--- config.mk ---
export PLATFORM = sky130hd
export DESIGN_NAME = sha256_stream_hasher
export DESIGN_NICKNAME = d
export VERILOG_FILES = /design/src/hdl/sha_pkg.sv /design/src/hdl/sha_ram.sv /design/src/hdl/sha256_stream_hasher.sv
export SDC_FILE = /design/constraint.sdc
export NUM_CORES = 2
export LEC_CHECK = 0
export BUFFER_PORTS_ARGS = -buffer_cell sky130_fd_sc_hd__buf_4
export CAP_MARGIN = 10
export CORE_ASPECT_RATIO = 0.6
export CORE_MARGIN = 2
export CORE_UTILIZATION = 60
export DETAILED_ROUTE_END_ITERATION = 6
export GPL_TIMING_DRIVEN = 0
export PLACE_DENSITY = 0.79
export SLEW_MARGIN = 20
export SYNTH_ARGS = -nofsm -noshare
export SYNTH_HDL_FRONTEND = slang
export SYNTH_SLANG_ARGS = --single-unit
export TNS_END_PERCENT = 100
--- constraint.sdc ---
create_clock -name clk -period 47 [get_ports clk]
set_input_delay 4.7 -clock clk [delete_from_list [all_inputs] [get_ports clk]]
set_output_delay 4.7 -clock clk [all_outputs]
set_load 0.005 [all_outputs]
--- src/hdl/sha_pkg.sv ---
package sha_pkg;

  typedef logic [31:0] word_t;

  typedef enum logic [4:0] {
    ST_IDLE  = 5'b00001,
    ST_LOAD  = 5'b00010,
    ST_ROUND = 5'b00100,
    ST_ADD   = 5'b01000,
    ST_EMIT  = 5'b10000
  } state_t;

  localparam logic CMD_ABSORB = 1'b0;
  localparam logic CMD_FINISH = 1'b1;

  localparam int BLOCK_BYTES = 64;
  localparam int LEN_OFFSET  = 56;
  localparam int WORD_BYTES  = 4;
  localparam int BLOCK_WORDS = BLOCK_BYTES / WORD_BYTES;
  localparam int ROUNDS      = 64;
  localparam int HASH_WORDS  = 8;
  localparam int OUT_WORDS   = 4;

  localparam logic [7:0] PAD_MARK = 8'h80;

  localparam word_t K_TAB [ROUNDS] = '{
    32'h428a2f98, 32'h71374491, 32'hb5c0fbcf, 32'he9b5dba5,
    32'h3956c25b, 32'h59f111f1, 32'h923f82a4, 32'hab1c5ed5,
    32'hd807aa98, 32'h12835b01, 32'h243185be, 32'h550c7dc3,
    32'h72be5d74, 32'h80deb1fe, 32'h9bdc06a7, 32'hc19bf174,
    32'he49b69c1, 32'hefbe4786, 32'h0fc19dc6, 32'h240ca1cc,
    32'h2de92c6f, 32'h4a7484aa, 32'h5cb0a9dc, 32'h76f988da,
    32'h983e5152, 32'ha831c66d, 32'hb00327c8, 32'hbf597fc7,
    32'hc6e00bf3, 32'hd5a79147, 32'h06ca6351, 32'h14292967,
    32'h27b70a85, 32'h2e1b2138, 32'h4d2c6dfc, 32'h53380d13,
    32'h650a7354, 32'h766a0abb, 32'h81c2c92e, 32'h92722c85,
    32'ha2bfe8a1, 32'ha81a664b, 32'hc24b8b70, 32'hc76c51a3,
    32'hd192e819, 32'hd6990624, 32'hf40e3585, 32'h106aa070,
    32'h19a4c116, 32'h1e376c08, 32'h2748774c, 32'h34b0bcb5,
    32'h391c0cb3, 32'h4ed8aa4a, 32'h5b9cca4f, 32'h682e6ff3,
    32'h748f82ee, 32'h78a5636f, 32'h84c87814, 32'h8cc70208,
    32'h90befffa, 32'ha4506ceb, 32'hbef9a3f7, 32'hc67178f2
  };

  localparam word_t IV_TAB [HASH_WORDS] = '{
    32'h6a09e667, 32'hbb67ae85, 32'h3c6ef372, 32'ha54ff53a,
    32'h510e527f, 32'h9b05688c, 32'h1f83d9ab, 32'h5be0cd19
  };

  function automatic word_t ror(input word_t x, input int n);
    return (x >> n) | (x << (32 - n));
  endfunction

  function automatic word_t big_sigma0(input word_t x);
    return ror(x, 2) ^ ror(x, 13) ^ ror(x, 22);
  endfunction

  function automatic word_t big_sigma1(input word_t x);
    return ror(x, 6) ^ ror(x, 11) ^ ror(x, 25);
  endfunction

  function automatic word_t small_sigma0(input word_t x);
    return ror(x, 7) ^ ror(x, 18) ^ (x >> 3);
  endfunction

  function automatic word_t small_sigma1(input word_t x);
    return ror(x, 17) ^ ror(x, 19) ^ (x >> 10);
  endfunction

endpackage

--- src/hdl/sha_ram.sv ---
module sha_ram #(
  parameter int WIDTH = 8,
  parameter int DEPTH = 16
) (
  input  logic                     clk,
  input  logic                     wr_en,
  input  logic [$clog2(DEPTH)-1:0] wr_addr,
  input  logic [WIDTH-1:0]         wr_data,
  input  logic [$clog2(DEPTH)-1:0] rd_addr,
  output logic [WIDTH-1:0]         rd_data
);

  logic [WIDTH-1:0] mem_r [DEPTH];
  logic [WIDTH-1:0] rd_data_r;

  always_ff @(posedge clk) begin
    if (wr_en) begin
      mem_r[wr_addr] <= wr_data;
    end
    rd_data_r <= mem_r[rd_addr];
  end

  assign rd_data = rd_data_r;

endmodule

--- src/hdl/sha256_stream_hasher.sv ---
// Streaming SHA-256 hasher. Each absorb item carries one message byte and is
// taken while in_stall is low; the byte that completes a 64-byte block starts
// a compression that holds in_stall high through a load step, 64 rounds at
// one round per cycle through a single round unit, and a step that folds the
// result into the chaining value. A finish item pads the message on the fly
// as block words are read, running one compression, or two when the length
// field no longer fits behind the end marker, followed by four digest items,
// most significant first, the last one flagged by out_digest_last. Input stays
// stalled until the fourth digest item is taken; the hasher then restarts from
// the initial hash values. The block buffer needs no clearing after reset.
module sha256_stream_hasher (
  input  logic        clk,
  input  logic        rst_n,
  input  logic        in_valid,
  output logic        in_stall,
  input  logic        in_cmd,
  input  logic [7:0]  in_data_byte,
  output logic        out_valid,
  input  logic        out_stall,
  output logic [63:0] out_digest_word,
  output logic        out_digest_last
);
  import sha_pkg::*;

  localparam int WA_W  = $clog2(BLOCK_WORDS);
  localparam int FILL_W = $clog2(BLOCK_BYTES);
  localparam int RND_W = $clog2(ROUNDS);
  localparam int BLK_W = 64 - FILL_W - 3;

  state_t                 state_r, state_nxt;
  logic [RND_W-1:0]       rnd_r, rnd_nxt;
  logic [FILL_W-1:0]      fill_r, fill_nxt;
  logic [BLK_W-1:0]       blocks_r, blocks_nxt;
  logic [FILL_W:0]        lim_r, lim_nxt;
  logic                   mark_r, mark_nxt;
  logic                   len_r, len_nxt;
  logic                   fin_r, fin_nxt;
  logic                   second_r, second_nxt;
  logic [1:0]             k_r, k_nxt;
  word_t                  chain_r [HASH_WORDS];
  word_t                  chain_nxt [HASH_WORDS];
  word_t                  vars_r [HASH_WORDS];
  word_t                  vars_nxt [HASH_WORDS];
  word_t                  sched_r [BLOCK_WORDS];
  word_t                  sched_nxt [BLOCK_WORDS];

  logic                   in_acc;
  logic                   out_acc;
  logic [WA_W-1:0]        rd_addr;
  logic [7:0]             ram_q [WORD_BYTES];
  logic [63:0]            total;
  word_t                  len_word;
  word_t                  blk_word;
  word_t                  w_cur;
  word_t                  t1;
  word_t                  t2;

  assign in_acc    = in_valid && !in_stall;
  assign out_acc   = out_valid && !out_stall;
  assign in_stall  = (state_r != ST_IDLE);
  assign out_valid = (state_r == ST_EMIT);

  assign out_digest_word = {chain_r[{k_r, 1'b0}], chain_r[{k_r, 1'b1}]};
  assign out_digest_last = (k_r == 2'(OUT_WORDS - 1));

  assign rd_addr = (state_r == ST_LOAD) ? '0 : (rnd_r[WA_W-1:0] + WA_W'(1));

  for (genvar g = 0; g < WORD_BYTES; g++) begin : g_lane
    sha_ram #(
      .WIDTH (8),
      .DEPTH (BLOCK_WORDS)
    ) u_lane (
      .clk     (clk),
      .wr_en   (in_acc && (in_cmd == CMD_ABSORB) && (fill_r[1:0] == 2'(g))),
      .wr_addr (fill_r[FILL_W-1:2]),
      .wr_data (in_data_byte),
      .rd_addr (rd_addr),
      .rd_data (ram_q[g])
    );
  end

  assign total    = {blocks_r, fill_r, 3'b000};
  assign len_word = rnd_r[0] ? total[31:0] : total[63:32];

  always_comb begin
    logic [FILL_W-1:0] idx;
    blk_word = '0;
    for (int b = 0; b < WORD_BYTES; b++) begin
      idx = {rnd_r[WA_W-1:0], 2'(b)};
      if ({1'b0, idx} < lim_r) begin
        blk_word[8*(3-b) +: 8] = ram_q[b];
      end else if (mark_r && (idx == lim_r[FILL_W-1:0])) begin
        blk_word[8*(3-b) +: 8] = PAD_MARK;
      end else if (len_r && (idx >= FILL_W'(LEN_OFFSET))) begin
        blk_word[8*(3-b) +: 8] = len_word[8*(3-b) +: 8];
      end
    end
  end

  always_comb begin
    if (rnd_r < RND_W'(BLOCK_WORDS)) begin
      w_cur = blk_word;
    end else begin
      w_cur = sched_r[0] + small_sigma0(sched_r[1]) + sched_r[9] + small_sigma1(sched_r[14]);
    end
    t1 = vars_r[7] + big_sigma1(vars_r[4])
         + ((vars_r[4] & vars_r[5]) ^ (~vars_r[4] & vars_r[6]))
         + K_TAB[rnd_r] + w_cur;
    t2 = big_sigma0(vars_r[0])
         + ((vars_r[0] & vars_r[1]) ^ (vars_r[0] & vars_r[2]) ^ (vars_r[1] & vars_r[2]));
  end

  always_comb begin
    state_nxt  = state_r;
    rnd_nxt    = rnd_r;
    fill_nxt   = fill_r;
    blocks_nxt = blocks_r;
    lim_nxt    = lim_r;
    mark_nxt   = mark_r;
    len_nxt    = len_r;
    fin_nxt    = fin_r;
    second_nxt = second_r;
    k_nxt      = k_r;
    chain_nxt  = chain_r;
    vars_nxt   = vars_r;
    sched_nxt  = sched_r;
    unique case (state_r)
      ST_IDLE: begin
        if (in_acc) begin
          if (in_cmd == CMD_FINISH) begin
            fin_nxt   = 1'b1;
            lim_nxt   = {1'b0, fill_r};
            mark_nxt  = 1'b1;
            if (fill_r >= FILL_W'(LEN_OFFSET)) begin
              len_nxt    = 1'b0;
              second_nxt = 1'b1;
            end else begin
              len_nxt    = 1'b1;
              second_nxt = 1'b0;
            end
            state_nxt = ST_LOAD;
          end else if (fill_r == FILL_W'(BLOCK_BYTES - 1)) begin
            fill_nxt   = '0;
            blocks_nxt = blocks_r + BLK_W'(1);
            lim_nxt    = (FILL_W+1)'(BLOCK_BYTES);
            mark_nxt   = 1'b0;
            len_nxt    = 1'b0;
            state_nxt  = ST_LOAD;
          end else begin
            fill_nxt = fill_r + FILL_W'(1);
          end
        end
      end
      ST_LOAD: begin
        rnd_nxt   = '0;
        vars_nxt  = chain_r;
        state_nxt = ST_ROUND;
      end
      ST_ROUND: begin
        for (int i = 0; i < BLOCK_WORDS - 1; i++) begin
          sched_nxt[i] = sched_r[i+1];
        end
        sched_nxt[BLOCK_WORDS-1] = w_cur;
        vars_nxt[7] = vars_r[6];
        vars_nxt[6] = vars_r[5];
        vars_nxt[5] = vars_r[4];
        vars_nxt[4] = vars_r[3] + t1;
        vars_nxt[3] = vars_r[2];
        vars_nxt[2] = vars_r[1];
        vars_nxt[1] = vars_r[0];
        vars_nxt[0] = t1 + t2;
        rnd_nxt = rnd_r + RND_W'(1);
        if (rnd_r == RND_W'(ROUNDS - 1)) begin
          state_nxt = ST_ADD;
        end
      end
      ST_ADD: begin
        for (int i = 0; i < HASH_WORDS; i++) begin
          chain_nxt[i] = chain_r[i] + vars_r[i];
        end
        if (second_r) begin
          second_nxt = 1'b0;
          lim_nxt    = '0;
          mark_nxt   = 1'b0;
          len_nxt    = 1'b1;
          state_nxt  = ST_LOAD;
        end else if (fin_r) begin
          k_nxt     = '0;
          state_nxt = ST_EMIT;
        end else begin
          state_nxt = ST_IDLE;
        end
      end
      ST_EMIT: begin
        if (out_acc) begin
          k_nxt = k_r + 2'd1;
          if (k_r == 2'(OUT_WORDS - 1)) begin
            chain_nxt  = IV_TAB;
            blocks_nxt = '0;
            fill_nxt   = '0;
            fin_nxt    = 1'b0;
            state_nxt  = ST_IDLE;
          end
        end
      end
      default: begin
        state_nxt = ST_IDLE;
      end
    endcase
  end

  always_ff @(posedge clk) begin
    if (!rst_n) begin
      state_r  <= ST_IDLE;
      fill_r   <= '0;
      blocks_r <= '0;
      fin_r    <= 1'b0;
      second_r <= 1'b0;
      k_r      <= '0;
      chain_r  <= IV_TAB;
    end else begin
      state_r  <= state_nxt;
      fill_r   <= fill_nxt;
      blocks_r <= blocks_nxt;
      fin_r    <= fin_nxt;
      second_r <= second_nxt;
      k_r      <= k_nxt;
      chain_r  <= chain_nxt;
    end
  end

  always_ff @(posedge clk) begin
    rnd_r   <= rnd_nxt;
    lim_r   <= lim_nxt;
    mark_r  <= mark_nxt;
    len_r   <= len_nxt;
    vars_r  <= vars_nxt;
    sched_r <= sched_nxt;
  end

`ifndef SYNTHESIS
  a_emit_blocks_input: assert property (@(posedge clk) disable iff (!rst_n)
    out_valid |-> in_stall)
    else $error("input taken while digest items pending");

  a_last_ends_emit: assert property (@(posedge clk) disable iff (!rst_n)
    (out_acc && out_digest_last) |=> !out_valid)
    else $error("digest items continue past last");

  a_rounds_end: assert property (@(posedge clk) disable iff (!rst_n)
    ((state_r == ST_ROUND) && (rnd_r == RND_W'(ROUNDS - 1))) |=> (state_r == ST_ADD))
    else $error("compression did not end after final round");

  a_finish_starts: assert property (@(posedge clk) disable iff (!rst_n)
    (in_acc && (in_cmd == CMD_FINISH)) |=> (state_r == ST_LOAD && fin_r))
    else $error("finish item did not start padding compression");
`endif

endmodule

==> results.json <==
{
  "outcome": "finished, violations left",
  "violations": "design-rule violations",
  "drc": 15,
  "cp.depth": 30,
  "crit_family": "compound AO/OA/AOI/OAI gates",
  "clk_latency_ps": 860,
  "synth.top_cells.by_count": "edfxtp_1 (1295), nand2_1 (1258), inv_1 (529), o21ai_0 (449), ha_1 (410)",
  "ant_nets": 0,
  "synth_edf_count": 1295,
  "reg2reg_slack_ps": 32240,
  "synth_seq_cells": 1653,
  "netlist.area_leader.share_pct": 43.3,
  "die-height_um": 304,
  "min_period_over_period_pct": 31.4,
  "required_ps": 47540,
  "fin_cells": 10600,
  "final.setup.tns_ps": 0,
  "die_area_um2": 153000,
  "setup_viol": 0,
  "synth.avg_cell_area_um2": 10.9,
  "fin_nets": 9100,
  "synthArstFlopShare_pct": 0,
  "ir_worst_vdd_v": 0.000108,
  "yosys_warnings": 0,
  "p_per_area_nw_per_um2": 56.8,
  "cts_setup_buffers": 0,
  "fin_hold_ws_ps": 396,
  "max-slew-margin-rel_pct": 10.3,
  "drt-total-wl_um": 355000,
  "synth.area.top_cells": "edfxtp_1 (43%), dfxtp_1 (8.0%), ha_1 (5.7%)",
  "crit_start": "rnd_r[0]",
  "ys_seq_area_share_pct": 51.2,
  "initial_core_util_pct": 60.8,
  "crit_slowest_cell": "a21oi_1",
  "cp_common_cell": "o21ai_0",
  "synth_most_common_cell": "edfxtp_1",
  "rows": 109,
  "end_kind": "flip-flop",
  "drt_iter0_drc": 13800,
  "root_buffer": "clkbuf_16",
  "grt_start_max_net_pins": 65,
  "grt_pass1_vias": 65400,
  "hold_viol": 0,
  "numPlacedInstances": 10300,
  "drv_cap": 0,
  "reg2reg_depth": 30,
  "cts-hold-fix-buffers": 0,
  "cts_resized": 0,
  "slew_violations": 0,
  "clk_pin_slew_ps": 70,
  "dp_hpwl_um": 274000,
  "yosysUniqueCellTypes": 90,
  "die_w_um": 504,
  "ios": 80,
  "netlist_area_um2": 89900,
  "path_max_fanout": 10,
  "cts_buffers": 154,
  "fin_skew_ps": 95.9,
  "clockBufferDepth": 3,
  "wl_per_cell_um": 33.4,
  "htree_levels": 4,
  "crit_path_start_kind": "flip-flop",
  "arrival_ps": 15310,
  "rsz0062_at_grt": "no",
  "track_usage_pct": 45.3,
  "syn_nets": 8842,
  "utilization_pct": 67.0,
  "syn_to_final_growth_pct": 10.2,
  "endpoint": "vars_r[254]",
  "place.port_buffers": 78,
  "power_leakage_nw": 37.5,
  "drive_above_1_share_pct": 7.39,
  "synth_ff_type": "edfxtp_1",
  "first_pass_iters": 7,
  "timing.rr.start": "rnd_r[0]",
  "vias": 72200,
  "total_power_mw": 5.62,
  "period_needed_ps": 14760,
  "worstSetupPathType": "flip-flop to flip-flop",
  "cts_tree": "yes",
  "worst_pin_slew_ps": 1350,
  "place_congestion": 1.09,
  "core_area_um2": 148000,
  "grt_pass1_wl_um": 490000,
  "path_buf_inv": 6,
  "reg2reg_to": "vars_r[254]",
  "max_freq_mhz": 67.7,
  "detail_route.vias_per_cell": 6.80,
  "antenna_found_initial": 28,
  "clkSinkCount": 1653,
  "synthCells": 8223,
  "slowest_delay_ps": 1030,
  "hp-class": "flip-flop to flip-flop",
  "synth_top_cell_by_area": "edfxtp_1",
  "gr-total-overflow": 0
}
==> layout by cell type, fill, tap and decap left out, types with 170 or more instances in the layout <==
cell type / netlist / final
edfxtp_1: 1295 / 1295
dfxtp_1: 358 / 358
fa_1: 196 / 196
xor2_1: 240 / 240
a21oi_1: 384 / 379
o21ai_0: 449 / 445
nor2_1: 404 / 401
a21o_1: 170 / 170
clkbuf_1: 344 / 331
xnor2_1: 379 / 377
inv_1: 529 / 529
o22ai_1: 174 / 173
ha_1: 410 / 410
nand2_1: 1258 / 1257
==> logic make-up (layout without fill, tap and decap cells) <==
group                      Yosys count  in the layout  synth area share (%)
other                                0             15                     0
muxes                              297            297                  4.80
DFF                               1653           1653                  51.2
xor gates and xnor gates           619            619                  6.03
and+or+nand+nor                   2338           2338                  11.5
AOI/OAI and AO/OA                 1785           1785                  12.5
buffers and inverters              920           1311                  3.85
adders and majority gates          611            611                  10.1
==> worst min path at each step <==
stage                         to  cells past startpoint    startpoint  slack (ps)
floorplan           sched_r[100]                      0   sched_r[68]         400
global placement    sched_r[320]                      0  sched_r[288]         400
detailed placement  sched_r[112]                      0   sched_r[80]         400
CTS                 sched_r[270]                      0  sched_r[238]         400
global route         sched_r[42]                      0   sched_r[10]         410
finish              sched_r[410]                      0  sched_r[378]         400
==> layer usage <==
layer,part of all wire (%),GRT usage [%]
met2,35,52.6
met5,0.099,1.02
met3,22,28.6
met4,2.5,10.1
met1,41,68.4
==> power breakdown <==
| group | switching [mW] | internal, mW | leakage (nW) |
|---|---|---|---|
| sequential | 0.0180 | 1.59 | 14.3 |
| combinational | 1.70 | 0.973 | 20.6 |
| clock | 0.618 | 0.718 | 2.56 |
| total | 2.34 | 3.28 | 37.5 |
==> flip-flops by register name (all words and copies together) (netlist names) <==
register and cells:
g_lane.u_lane.mem_r 512, sched_r 512, chain_r 256, vars_r 256
blocks_r 55, g_lane.u_lane.rd_data 32, lim_r 7, fill_r 6
rnd_r 6, state_r 5, k_r 2, fin_r 1
len_r 1, mark_r 1, second_r 1
==> layout make-up <==
type	instances	area [um^2]
Inverter	532	2000
Timing Repair Buffer	102	1170
Multi-Input combinational cell	5650	40500
Tap cell	1998	2500
Clock inverter	95	1140
Fill cell	10900	48900
Clock buffer	194	4150
Antenna cell	15	37.5
Sequential cell	1653	46100
Buffer	388	1530
==> per-stage QoR <==
| stage | cell area (um^2) | worst slack [ps] |
|---|---|---|
| 3_3_place_gp | 93000 | 24130 |
| 5_1_grt | 99100 | 32450 |
| 2_1_floorplan | 89900 | 30890 |
| 3_5_place_dp | 93700 | 33310 |
| 6_report | 99100 | 32240 |
| 4_1_cts | 99000 | 33240 |
No activity file was read; power rests on OpenSTA's default activity.
